File: config.mk
export PLATFORM = sky130hd
export DESIGN_NAME = rsvg_div_cell
export DESIGN_NICKNAME = d
export VERILOG_FILES = /design/src/design/ring_sector_vertex_generator_macros.svh /design/src/design/rsvg_pkg.sv /design/src/design/rsvg_div_cell.sv
export SDC_FILE = /design/constraint.sdc
export NUM_CORES = 1
export LEC_CHECK = 0
export BUFFER_PORTS_ARGS = -buffer_cell sky130_fd_sc_hd__buf_2
export CAP_MARGIN = 10
export CORE_MARGIN = 2
export CORE_UTILIZATION = 48
export DETAILED_ROUTE_END_ITERATION = 8
export GPL_TIMING_DRIVEN = 1
export PLACE_DENSITY = 0.86
export SLEW_MARGIN = 20
export SYNTH_ARGS = -nofsm -noshare
export SYNTH_HDL_FRONTEND = slang
export SYNTH_SLANG_ARGS = --single-unit
export TNS_END_PERCENT = 100
File: constraint.sdc
create_clock -name aclk -period 3.1 [get_ports aclk]
set_input_delay 0.31 -clock aclk [delete_from_list [all_inputs] [get_ports aclk]]
set_output_delay 0.31 -clock aclk [all_outputs]
set_load 0.03 [all_outputs]
File: src/design/ring_sector_vertex_generator_macros.svh
// assertion macros for the ring sector vertex generator
// used by the top level; no other dependencies
`ifndef RING_SECTOR_VERTEX_GENERATOR_MACROS_SVH
`define RING_SECTOR_VERTEX_GENERATOR_MACROS_SVH
`ifndef NO_ASSERTIONS
`define RSVG_ASSERT_SAME(label, clk, rstn, ante, cons) \
    label: assert property (@(posedge clk) disable iff (!rstn) (ante) |-> (cons)) \
        else $error("assertion failed");
`define RSVG_ASSERT_NEXT(label, clk, rstn, ante, cons) \
    label: assert property (@(posedge clk) disable iff (!rstn) (ante) |=> (cons)) \
        else $error("assertion failed");
`define RSVG_ASSERT_RESET(label, clk, rstn, cons) \
    label: assert property (@(posedge clk) (!rstn) |=> (cons)) \
        else $error("assertion failed");
`else
`define RSVG_ASSERT_SAME(label, clk, rstn, ante, cons)
`define RSVG_ASSERT_NEXT(label, clk, rstn, ante, cons)
`define RSVG_ASSERT_RESET(label, clk, rstn, cons)
`endif
`endif

File: src/design/rsvg_pkg.sv
// shared constants, types and helpers for the ring sector vertex generator
// no dependencies
package rsvg_pkg;

    localparam int MAX_SEGMENTS  = 1023;
    localparam int CORDIC_STAGES = 16;
    localparam int COORD_BITS    = 16;

    localparam int SEG_W   = 10;
    localparam int ANG_W   = 17;
    localparam int PROD_W  = SEG_W + ANG_W;
    localparam int RAD_W   = 16;
    localparam int CW      = 33;
    localparam int MUL_W   = CW + RAD_W;
    localparam int SHIFT_W = 5;

    localparam logic [SEG_W-1:0] SEG_MAX   = SEG_W'(MAX_SEGMENTS);
    localparam logic [ANG_W-1:0] FULL_TURN = 17'h10000;
    localparam logic signed [CW-1:0] CORDIC_X0 = 33'sd652032874;

    // register indexes
    localparam logic [2:0] REG_SEGMENT_COUNT = 3'd0;
    localparam logic [2:0] REG_INNER_RADIUS  = 3'd1;
    localparam logic [2:0] REG_OUTER_RADIUS  = 3'd2;
    localparam logic [2:0] REG_OPEN_ANGLE    = 3'd3;
    localparam logic [2:0] REG_ANGLE_MODE    = 3'd4;

    // angle modes
    localparam logic [1:0] MODE_CW   = 2'd0;
    localparam logic [1:0] MODE_CCW  = 2'd1;
    localparam logic [1:0] MODE_SYM  = 2'd2;
    localparam logic [1:0] MODE_NONE = 2'd3;

    // atan(2^-k) as 32-bit turn fractions
    localparam logic [31:0] ATAN_TURN32 [0:23] = '{
        32'd536870912, 32'd316933406, 32'd167458907, 32'd85004756, 32'd42667331,
        32'd21354465, 32'd10679838, 32'd5340245, 32'd2670163, 32'd1335087,
        32'd667544, 32'd333772, 32'd166886, 32'd83443, 32'd41722, 32'd20861,
        32'd10430, 32'd5215, 32'd2608, 32'd1304, 32'd652, 32'd326, 32'd163, 32'd81
    };

    typedef struct packed {
        logic             vld;
        logic [SEG_W-1:0] rem;
        logic [ANG_W-1:0] dbits;
        logic [ANG_W-1:0] quo;
    } div_t;

    typedef struct packed {
        logic                 vld;
        logic                 flip;
        logic signed [CW-1:0] x;
        logic signed [CW-1:0] y;
        logic signed [CW-1:0] z;
    } cord_t;

    // round half up by 2^30 and saturate to the coordinate range
    function automatic logic [15:0] round_sat(input logic signed [MUL_W-1:0] p);
        logic signed [MUL_W-1:0] r;
        logic signed [MUL_W-1:0] hi;
        logic signed [MUL_W-1:0] lo;
        r  = (p + (MUL_W'(1) <<< 29)) >>> 30;
        hi = (MUL_W'(1) <<< (COORD_BITS - 1)) - MUL_W'(1);
        lo = -hi - MUL_W'(1);
        if (r > hi) begin
            r = hi;
        end else if (r < lo) begin
            r = lo;
        end
        return r[15:0];
    endfunction

endpackage

File: src/design/rsvg_div_cell.sv
// one restoring division step: one quotient bit per cell
// depends on rsvg_pkg
module rsvg_div_cell (
    input  logic                        aclk,
    input  logic                        aresetn,
    input  logic                        adv,
    input  logic [rsvg_pkg::SEG_W-1:0]  divisor,
    input  rsvg_pkg::div_t              d_in,
    output rsvg_pkg::div_t              d_out
);

    rsvg_pkg::div_t              d_reg;
    rsvg_pkg::div_t              d_next;
    logic [rsvg_pkg::SEG_W:0]    trial;
    logic                        ge;

    // shift in the next dividend bit and try a subtract
    always_comb begin
        trial  = {d_in.rem, d_in.dbits[rsvg_pkg::ANG_W-1]};
        ge     = trial >= {1'b0, divisor};
        d_next = d_in;
        d_next.rem   = ge ? rsvg_pkg::SEG_W'(trial - {1'b0, divisor})
                          : trial[rsvg_pkg::SEG_W-1:0];
        d_next.dbits = {d_in.dbits[rsvg_pkg::ANG_W-2:0], 1'b0};
        d_next.quo   = {d_in.quo[rsvg_pkg::ANG_W-2:0], ge};
    end

    always_ff @(posedge aclk) begin
        if (!aresetn) begin
            d_reg.vld <= 1'b0;
        end else if (adv) begin
            d_reg <= d_next;
        end
    end

    assign d_out = d_reg;

endmodule

## After elaboration in Yosys (flattened, before gate mapping)

Cells that the tools add are included.
Widths: inputs -> output; s select.

- Output and inout port bits: 45
- Input bits: 58
- Flip-flop bits (word level): 44

- Magnitude comparators: 1
- Reductions and logical operators: 1
- Add/subtract/negate cells: 1
- Muxes and demuxes: 1

Operators with widths:

| kind | count |
|---|---|
| $ge 11x10->1 | 1 |
| $mux 10 | 1 |
| $sub 10x10->10 | 1 |
| $reduce_and 2->1 | 1 |

## Depth between registers and ports, before layout

- Depth after elaboration: 2
- Mapped depth: 9
- Gate-level depth less buffers: 9

## Worst setup path before layout

OpenSTA, ideal clock, no wires.

- Path type: in2reg
- Start: input d_in[33] (netlist name)
- End: register d_reg (netlist bit d_out[42]) (data pin)
- Arrival: 1,908 ps
- Slack: 932 ps
- Required time: 2,840 ps
- Cell stages on the path: 9
- Cells stage by stage: inv_1 > ha_1 > inv_1 > fa_1 > a211oi_1 > o21bai_1 > a221oi_1 > xnor2_1 > mux2_4

RTL lines:

| item | RTL line | source |
|---|---|---|
| from (decl) | rsvg_div_cell.sv:8 | `input rsvg_pkg::div_t d_in,` |
| to (signal assigned) | rsvg_div_cell.sv:32 | `d_reg <= d_next;` |
| to (decl) | rsvg_div_cell.sv:12 | `rsvg_pkg::div_t d_reg;` |

==> reports/metrics.yaml <==
antenna_cells: 0
viasPerCell: 4.88
finalMaxSlewViolations: 0
crit_arrival_ns: 2.16
reg2reg_to: "d_out[44]$_SDFFE_PN0P_"
synth_fp_nets: 193
power_frac_clock_pct: 23.6
clk_latency_ns: 0.29
critPathCaptureType: "register"
p_switching_uw: 370
reg2reg_depth: 2
clock_path_buffers: 2
min_path_cells: 1
hold_violations: 0
cp_max_fo: 3
routed_wl_um: 3900
grt_pass1_vias: 1193
startpoint: "d_in[33]"
p_leak_uw: 0.00118
fill_cells: 322
coreArea_sq_um: 3970
crit_path_top_delay_cell: "fa_1"
min-delay-start: "d_in[1]"
rr_startpoint: "d_out[44]$_SDFFE_PN0P_"
ys_seq_area_share_pct: 66.6
worstSetupPathType: "input port to register"
wl_per_cell_um: 13.9
area_delta_synth_final_pct: 32.2
skew_ns: 0
cts_resized: 0
clk_pin_slew_ns: 0.07
start_util_pct: 49.6
grt_max_degree: 44
synth.area.top_cells: "edfxtp_1 66%, ha_1 6.4%, mux2_4 5.3%"
rsz0062_at_grt: "no"
critical_path_required_ns: 3.14
die_h_um: 68.0
numCtsBuffers: 5
postCtsHoldBufs: 0
startpoint_type: "input port"
cp.depth: 10
p_total_uw: 1360
drt_iter0_drc: 111
crit_family: "compound AO/OA/AOI/OAI gates"
port-buffer-count: 100
yosysMostFrequentCell: "edfxtp_1"
tightest_slew_ns: 0.953
power_frac_seq_pct: 52.8
io_pins: 103
synth_edf_count: 43
synth_area_sq_um: 1970
ys_seq_elements: 44
grt_pass1_wl_um: 5530
relSlewSlack_pct: 36.5
track_usage_pct: 17.0
synthFlopType: "edfxtp_1"
powerDensity_nw_per_um2: 523
dr.pass1.iters: 4
ant_nets: 0
period_share_pct: 68.3
setup_violations: 0
largest_register_ffs: 44
drc_errors: 0
drv_cap: 0
slowest_delay_ns: 0.42
finalCriticalPeriod_ns: 2.12
synth_warnings: 0
max-vdd-ir-drop_v: 0.000183
synth.top_cell.area_share_pct: 65.6
cp_common_cell: "inv_1"
clock.fmax_mhz: 473
yosysUniqueCellTypes: 36
cts.sink_count: 44
reg2reg_slack_ns: 2.51
num_rows: 23
p_comb_share_pct: 23.6
grt-ovfl-total: 0
die_x_um: 68.0
cts_setup_buffers: 0
nets: 299
synth_top_cell_by_area: "edfxtp_1"
drive_above_1_share_pct: 51.7
fin_tns_setup_ns: 0
path_cells: "buf_2, inv_1, ha_1, inv_1, fa_1, a211oi_1, o21bai_1, a221oi_1, xnor2_1, mux2_4"
htree_levels: 2
critical_path_buf_inv_count: 3
hold_path_class: "input port to register"
dpl.hpwl_um: 3180
num_vias: 1366
cts_tree: "done"
status: "completed"
die_area_sq_um: 4630
synth_common_cells: "43 x edfxtp_1, 12 x inv_1, 10 x ha_1"
synthCells: 124
postSynthAreaPerCell_sq_um: 15.9
p_int_uw: 990
min_to: "d_out[2]$_DFFE_PP_"
cts-root-buf: "clkbuf_8"
place.gp.congestion: 0.842
swShare_pct: 27.2
async_reset_ff_share_pct: 0
antenna_found_initial: 0
## cell type report
type,count,area [sq um],share of cell area [%]
multi-input combinational,66,599,23.0
clock inverter,1,5.00,0.192
timing repair buffer,100,500,19.2
clock buffer,6,72.6,2.79
inverter,13,51.3,1.97
tap,50,62.6,2.40
sequential,44,1310,50.4
## cell families after synthesis
family | Yosys count | share of synthesized area, %
and+or+nand+nor | 18 | 4.90
muxes | 10 | 6.93
DFF | 44 | 66.6
AOI/OAI and AO/OA | 19 | 7.88
buffers and inverters | 14 | 2.99
xor gates and xnor gates | 7 | 3.12
other | 1 | 0.191
adders and majority gates | 11 | 7.37
## worst max-delay path by stage
stage,to,slack (ns)
floorplan,d_out[42]$_DFFE_PP_,0.93
global placement,d_out[42]$_DFFE_PP_,0.71
detailed placement,d_out[42]$_DFFE_PP_,0.67
CTS,d_out[42]$_DFFE_PP_,0.99
global route,d_out[42]$_DFFE_PP_,0.85
finish,d_out[42]$_DFFE_PP_,0.98
## worst register-to-register path, stage by stage (launching register included)
cell,delay [ns]
dfxtp_1,0.31
mux2i_1,0.12
nor2b_1,0.06
## stage by stage
stage               utilization [%]  worst slack (ns)  area [sq um]  hold WS, ns  instances
floorplan                         -             0.932          1970        0.409        124
global placement               63.6             0.707          2520        0.486        273
detailed placement             63.6             0.668          2520        0.488        273
CTS                            65.5             0.992          2600        0.181        280
global route                   65.5             0.853          2600        0.173        280
finish                         65.5             0.984          2600        0.191        280
## power groups by stage
stage,clock network [uW],registers [uW],logic [uW]
2_1_floorplan,0,825,133
4_1_cts,333,719,324
5_1_grt,356,722,348
6_report,321,718,321
3_3_place_gp,0,730,317
3_5_place_dp,0,732,323
## layer usage
layer / track usage (%) / share of wire, %
met4: 8.25 / 1.7
met5: 0 / 0
met1: 18.9 / 39
met2: 29.0 / 46
met3: 6.09 / 13
## cells in the final DEF, fill, tap and decap left out, drive strengths merged
master   instances
a2111oi          1
a211oi           2
a21o             2
a21oi            5
a221oi           1
and2             1
and3             1
buf            100
clkbuf           6
clkinv           1
conb             1
dfxtp            1
edfxtp          43
fa               1
ha              10
inv             13
mux2             8
mux2i            2
nand2            5
nand2b           1
nand3            2
nand3b           1
nor2             3
nor2b            2
nor4             2
o211ai           1
o21a             2
o21ai            2
o21bai           1
o31a             1
o31ai            1
xnor2            5
xor2             2
No activity file was read; power rests on OpenSTA's default activity.
