File: config.mk
export PLATFORM = sky130hd
export DESIGN_NAME = rsvg_cordic_cell
export DESIGN_NICKNAME = d
export VERILOG_FILES = /design/src/design/ring_sector_vertex_generator_macros.svh /design/src/design/rsvg_pkg.sv /design/src/design/rsvg_cordic_cell.sv
export SDC_FILE = /design/constraint.sdc
export NUM_CORES = 1
export LEC_CHECK = 0
export ABC_AREA = 1
export BUFFER_PORTS_ARGS = -buffer_cell sky130_fd_sc_hd__buf_2
export CORE_AREA = 3 3 166 168
export DETAILED_ROUTE_END_ITERATION = 8
export DIE_AREA = 0 0 169 171
export HOLD_SLACK_MARGIN = 0.12
export PLACE_DENSITY = 0.84
export SYNTH_ARGS = -nofsm -noshare
export SYNTH_HDL_FRONTEND = slang
export SYNTH_SLANG_ARGS = --single-unit
export TNS_END_PERCENT = 100
File: constraint.sdc
create_clock -name aclk -period 5.75 [get_ports aclk]
set_clock_uncertainty 0.15 [all_clocks]
set_input_delay 1.725 -clock aclk [delete_from_list [all_inputs] [get_ports aclk]]
set_output_delay 1.725 -clock aclk [all_outputs]
set_load 0.02 [all_outputs]
File: src/design/ring_sector_vertex_generator_macros.svh
// assertion macros for the ring sector vertex generator
// used by the top level; no other dependencies
`ifndef RING_SECTOR_VERTEX_GENERATOR_MACROS_SVH
`define RING_SECTOR_VERTEX_GENERATOR_MACROS_SVH
`ifndef NO_ASSERTIONS
`define RSVG_ASSERT_SAME(label, clk, rstn, ante, cons) \
    label: assert property (@(posedge clk) disable iff (!rstn) (ante) |-> (cons)) \
        else $error("assertion failed");
`define RSVG_ASSERT_NEXT(label, clk, rstn, ante, cons) \
    label: assert property (@(posedge clk) disable iff (!rstn) (ante) |=> (cons)) \
        else $error("assertion failed");
`define RSVG_ASSERT_RESET(label, clk, rstn, cons) \
    label: assert property (@(posedge clk) (!rstn) |=> (cons)) \
        else $error("assertion failed");
`else
`define RSVG_ASSERT_SAME(label, clk, rstn, ante, cons)
`define RSVG_ASSERT_NEXT(label, clk, rstn, ante, cons)
`define RSVG_ASSERT_RESET(label, clk, rstn, cons)
`endif
`endif

File: src/design/rsvg_pkg.sv
// shared constants, types and helpers for the ring sector vertex generator
// no dependencies
package rsvg_pkg;

    localparam int MAX_SEGMENTS  = 1023;
    localparam int CORDIC_STAGES = 16;
    localparam int COORD_BITS    = 16;

    localparam int SEG_W   = 10;
    localparam int ANG_W   = 17;
    localparam int PROD_W  = SEG_W + ANG_W;
    localparam int RAD_W   = 16;
    localparam int CW      = 33;
    localparam int MUL_W   = CW + RAD_W;
    localparam int SHIFT_W = 5;

    localparam logic [SEG_W-1:0] SEG_MAX   = SEG_W'(MAX_SEGMENTS);
    localparam logic [ANG_W-1:0] FULL_TURN = 17'h10000;
    localparam logic signed [CW-1:0] CORDIC_X0 = 33'sd652032874;

    // register indexes
    localparam logic [2:0] REG_SEGMENT_COUNT = 3'd0;
    localparam logic [2:0] REG_INNER_RADIUS  = 3'd1;
    localparam logic [2:0] REG_OUTER_RADIUS  = 3'd2;
    localparam logic [2:0] REG_OPEN_ANGLE    = 3'd3;
    localparam logic [2:0] REG_ANGLE_MODE    = 3'd4;

    // angle modes
    localparam logic [1:0] MODE_CW   = 2'd0;
    localparam logic [1:0] MODE_CCW  = 2'd1;
    localparam logic [1:0] MODE_SYM  = 2'd2;
    localparam logic [1:0] MODE_NONE = 2'd3;

    // atan(2^-k) as 32-bit turn fractions
    localparam logic [31:0] ATAN_TURN32 [0:23] = '{
        32'd536870912, 32'd316933406, 32'd167458907, 32'd85004756, 32'd42667331,
        32'd21354465, 32'd10679838, 32'd5340245, 32'd2670163, 32'd1335087,
        32'd667544, 32'd333772, 32'd166886, 32'd83443, 32'd41722, 32'd20861,
        32'd10430, 32'd5215, 32'd2608, 32'd1304, 32'd652, 32'd326, 32'd163, 32'd81
    };

    typedef struct packed {
        logic             vld;
        logic [SEG_W-1:0] rem;
        logic [ANG_W-1:0] dbits;
        logic [ANG_W-1:0] quo;
    } div_t;

    typedef struct packed {
        logic                 vld;
        logic                 flip;
        logic signed [CW-1:0] x;
        logic signed [CW-1:0] y;
        logic signed [CW-1:0] z;
    } cord_t;

    // round half up by 2^30 and saturate to the coordinate range
    function automatic logic [15:0] round_sat(input logic signed [MUL_W-1:0] p);
        logic signed [MUL_W-1:0] r;
        logic signed [MUL_W-1:0] hi;
        logic signed [MUL_W-1:0] lo;
        r  = (p + (MUL_W'(1) <<< 29)) >>> 30;
        hi = (MUL_W'(1) <<< (COORD_BITS - 1)) - MUL_W'(1);
        lo = -hi - MUL_W'(1);
        if (r > hi) begin
            r = hi;
        end else if (r < lo) begin
            r = lo;
        end
        return r[15:0];
    endfunction

endpackage

File: src/design/rsvg_cordic_cell.sv
// one rotation-mode cordic micro-rotation
// depends on rsvg_pkg
module rsvg_cordic_cell (
    input  logic                          aclk,
    input  logic                          aresetn,
    input  logic                          adv,
    input  logic [rsvg_pkg::SHIFT_W-1:0]  shift,
    input  logic [31:0]                   atan,
    input  rsvg_pkg::cord_t               c_in,
    output rsvg_pkg::cord_t               c_out
);

    rsvg_pkg::cord_t                  c_reg;
    rsvg_pkg::cord_t                  c_next;
    logic signed [rsvg_pkg::CW-1:0]   xs;
    logic signed [rsvg_pkg::CW-1:0]   ys;
    logic signed [rsvg_pkg::CW-1:0]   at;

    // rotate toward zero residual angle
    always_comb begin
        xs = c_in.x >>> shift;
        ys = c_in.y >>> shift;
        at = $signed({1'b0, atan});
        c_next = c_in;
        if (!c_in.z[rsvg_pkg::CW-1]) begin
            c_next.x = c_in.x - ys;
            c_next.y = c_in.y + xs;
            c_next.z = c_in.z - at;
        end else begin
            c_next.x = c_in.x + ys;
            c_next.y = c_in.y - xs;
            c_next.z = c_in.z + at;
        end
    end

    always_ff @(posedge aclk) begin
        if (!aresetn) begin
            c_reg.vld <= 1'b0;
        end else if (adv) begin
            c_reg <= c_next;
        end
    end

    assign c_out = c_reg;

endmodule

; ---- Yosys cells after proc, flatten, opt, wreduce, memory -nomap -nowiden
; Cells that the tools add are included.
[op_classes]
addsub = 6
shift = 2
n_mux = 1
reduce_logical = 1
[ops]
columns = op, count
row1 = $add A33 B33 Y33, 3
row2 = $mux W99, 1
row3 = $sub A33 B33 Y33, 3
row4 = $sshr A33 B5 Y33, 2
row5 = $reduce_and A2 Y1, 1
[totals]
regBits = 101
in_bits = 141
output_inout_bits = 101
word_cells = 15

; ---- Longest topological paths before layout
[logic_depth]
word_depth = 3
mapped_depth = 34
mapped_depth_nobuf = 32

; ---- Worst setup path after synthesis
; No wires, ideal clock.
[synth_path]
path_kind = in2reg
start = input port shift[0] (netlist bit)
end = register c_reg, in the netlist c_out[96], data pin
setup_ns = 0.268
arrival_time_ns = 4.971
t_required_ns = 5.332
setup_slack_ns = 0.360
stages = 28
path_buffers = 3
path_cell_list = buf_6 inv_2 buf_6 buf_6 nand2_1 nand3_1 nand3_1 nand2_1 o21ai_1 nand2_1 nand2_1 ha_1 nand4_2 nor2_4 nand2_2 o21ai_4 nand3_1 nand2_1 inv_1 ha_1 nand2_1 nor4_1 nand2_1 o211ai_1 nand2_1 nand2_1 a211oi_1 xor2_1
[synth_lines]
columns = item, line
row1 = start: declaration, rsvg_cordic_cell.sv:7  ; input logic [rsvg_pkg::SHIFT_W-1:0] shift,
row2 = end signal: assignment, rsvg_cordic_cell.sv:40  ; c_reg <= c_next;
row3 = end: declaration, rsvg_cordic_cell.sv:13  ; rsvg_pkg::cord_t c_reg;

==> metrics.cfg <==
[layout]
syn_to_final_growth_pct = 40.5
fillers = 1962
layout-drive-gt1-share = 0.312
nets = 3130
final_util = 0.776
largest_reg_flops = 101
instances_no_fill = 3228

[floorplan]
die_w_um = 169
io_pins = 242
initial_core_util = 0.552
coreArea_um2 = 26100
die_y_um = 171
dieArea_um2 = 28900
num_rows = 59

[synthesis]
synth_edf_count = 100
synth_flop_cell = edfxtp_1
yosys_warnings = 0
syn_area_per_cell_um2 = 6.33
synth_cell_type_count = 43
synthCells = 2272
syn-cell-area_um2 = 14400
synth_nets = 2516
synth_top_family_by_area = simple AND/OR/NAND/NOR gates
synth-async-reset-ratio = 0
seq_area_frac_synth = 0.210
synth_xor_area_frac = 0.0986
ys_ff_latch = 101
synth_simple_gate_area_frac = 0.422
synth-compound-area-share = 0.107
muxShareOfSynthArea = 0
synth-adder-area-share = 0.0912

[pwr]
peakVddDrop_uv = 196
power_w = 0.00463
powerDensity_nw_per_um2 = 229
leakage_nw = 10.2

[placed_design]
io_buffers = 241
place_inst = 3191
gp_congestion = 1.04
dp_hpwl_um = 47100

[routing]
drt-met1-wl_um = 23800
ant_nets = 0
wl_met2_um = 27200
met3WireLength_um = 6400
drt_pre_antenna_iters = 7
post-route-drc-count = 0
vias = 19000
drt_iter0_markers = 2531
top_layer = met4
wl_um = 60000
wl_per_cell_um = 18.6
vias_per_cell = 5.89

[critical_path]
slowest_delay_ps = 370
end_kind = flop
crit_arrival_ps = 5620
critPathKind = input pin to flop
worst_ep_required_time_ps = 5730
cp_max_fo = 9
cp-start-kind = input pin
slowest_stage = a21oi_1

[sta]
period_needed_ps = 5640
hold_viol = 0
setup-violations-final = 0
setup-tns-final_ps = 0
hold_slack_ps = 414
relSlewSlack = 0.447
max_freq_mhz = 177
slew_violations = 0
period_share = 0.981
worst_slew_pin_slew_ps = 830

[cts]
cts.htree.levels = 3
numCtsBuffers = 9
clkTransAtPathRegs_ps = 80
clock-sinks = 101
clk_path_buf_depth = 2
cts_tree = built
clk_latency_ps = 370
clockRootBuffer = clkbuf_16

[global_route]
grt_pass1_vias = 16900
antenna_found_initial = 2
grt_pass1_wl_um = 87700
grt_overflow = 0
grt_use_total = 0.377
grt_max_degree = 65

[min_path]
hp-class = flop to flop

[outcome]
run_status = finished, final reports clean

[run]
max_cap_violations = 0

==> critical path: cells and delay by family <==
kind / cells / cell delay, ps
xor gates and xnor gates: 2 / 260
AOI/OAI and AO/OA: 6 / 1240
buffers and inverters: 9 / 1180
and+or+nand+nor: 10 / 910
adders and majority gates: 1 / 290
==> cell usage after synthesis, types with 4 or more instances <==
library cell	number	area share
a211oi_1	4	0.0021
a21o_1	6	0.0031
a21oi_1	118	0.041
a31oi_1	7	0.0030
buf_1	20	0.0052
buf_2	27	0.0094
buf_6	8	0.0063
clkbuf_1	24	0.0063
edfxtp_1	100	0.21
ha_1	100	0.087
inv_1	147	0.038
inv_2	17	0.0044
nand2_1	691	0.18
nand2_2	15	0.0065
nand3_1	427	0.15
nand3_2	8	0.0056
nand3b_1	6	0.0031
nand4_1	19	0.0083
nor2_1	159	0.041
nor2_2	16	0.0070
nor2_4	5	0.0039
nor3_1	24	0.0084
nor4_1	13	0.0057
o211ai_1	13	0.0068
o21a_1	15	0.0078
o21ai_0	86	0.030
o21ai_1	6	0.0021
o31ai_1	5	0.0026
xnor2_1	46	0.028
xor2_1	116	0.071
==> power by group <==
part           leakage [nW]  switching, W  internal [W]  total, W
clock network         0.133      0.000345      0.000302  0.000647
logic                  9.10       0.00170       0.00124   0.00294
registers             0.947     0.0000307       0.00101   0.00104
==> placed cells by master (no fill, tap or decap), types with 10 or more instances in the layout <==
cell,n
a21oi_1,97
a21oi_2,21
buf_12,12
buf_2,239
buf_4,424
clkbuf_16,15
edfxtp_1,100
ha_1,85
ha_4,10
inv_1,143
inv_2,18
nand2_1,654
nand2_2,48
nand3_1,401
nand3_2,32
nand4_1,19
nor2_1,148
nor2_2,23
nor3_1,20
o211ai_1,13
o21a_1,15
o21ai_0,77
o21ai_1,12
xnor2_1,46
xor2_1,112
==> timing repair <==
| item | 4_1_cts | 5_1_grt |
|---|---|---|
| gates cloned | 0 | 6 |
| hold buffers | 0 | 0 |
| pin swaps | 1 | 48 |
| setup buffers | 1 | 12 |
| endpoints found under the setup margin | 3 | 37 |
| resized for setup | 2 | 174 |
==> final cells by class <==
cell class,count,area (um2),area share
inverter,165,632,0.0313
sequential,101,3020,0.150
timing repair buffer,684,4810,0.238
clock inverter,7,58.8,0.00291
antenna,2,5.00,0.000248
tap,335,419,0.0207
multi-input combinational,1925,11000,0.546
clock buffer,9,225,0.0111
==> metrics by stage <==
stage / area (um2) / worst slack [ps]
after floorplan: 14400 / 360
after CTS: 19200 / 3.11
after detailed placement: 18900 / -435
after global placement: 18900 / -308
after global routing: 20200 / -62.7
final: 20200 / 109
==> metal layers <==
layer / track usage / vias up
met5: 0 / -
met4: 0.129 / 0
met3: 0.0665 / 200
met2: 0.621 / 1216
met1: 0.502 / 8657
li1: - / 8932
==> cell families after synthesis <==
logic type / count (synthesis)
AOI/OAI and AO/OA: 273
xor gates and xnor gates: 162
DFF: 101
adders and majority gates: 103
buffers and inverters: 246
and+or+nand+nor: 1387
==> path summary, 6_finish.rpt <==
kind	startpoint	endpoint	slack [ps]	depth (start not counted)
worst max register to register	c_out[100]	c_out[100]	4960	2
worst min-delay path	c_out[100]	c_out[100]	410	2
worst min register to register	c_out[100]	c_out[100]	410	2
worst max-delay path	shift[1]	c_out[52]	110	28
No activity file was read; power rests on OpenSTA's default activity.
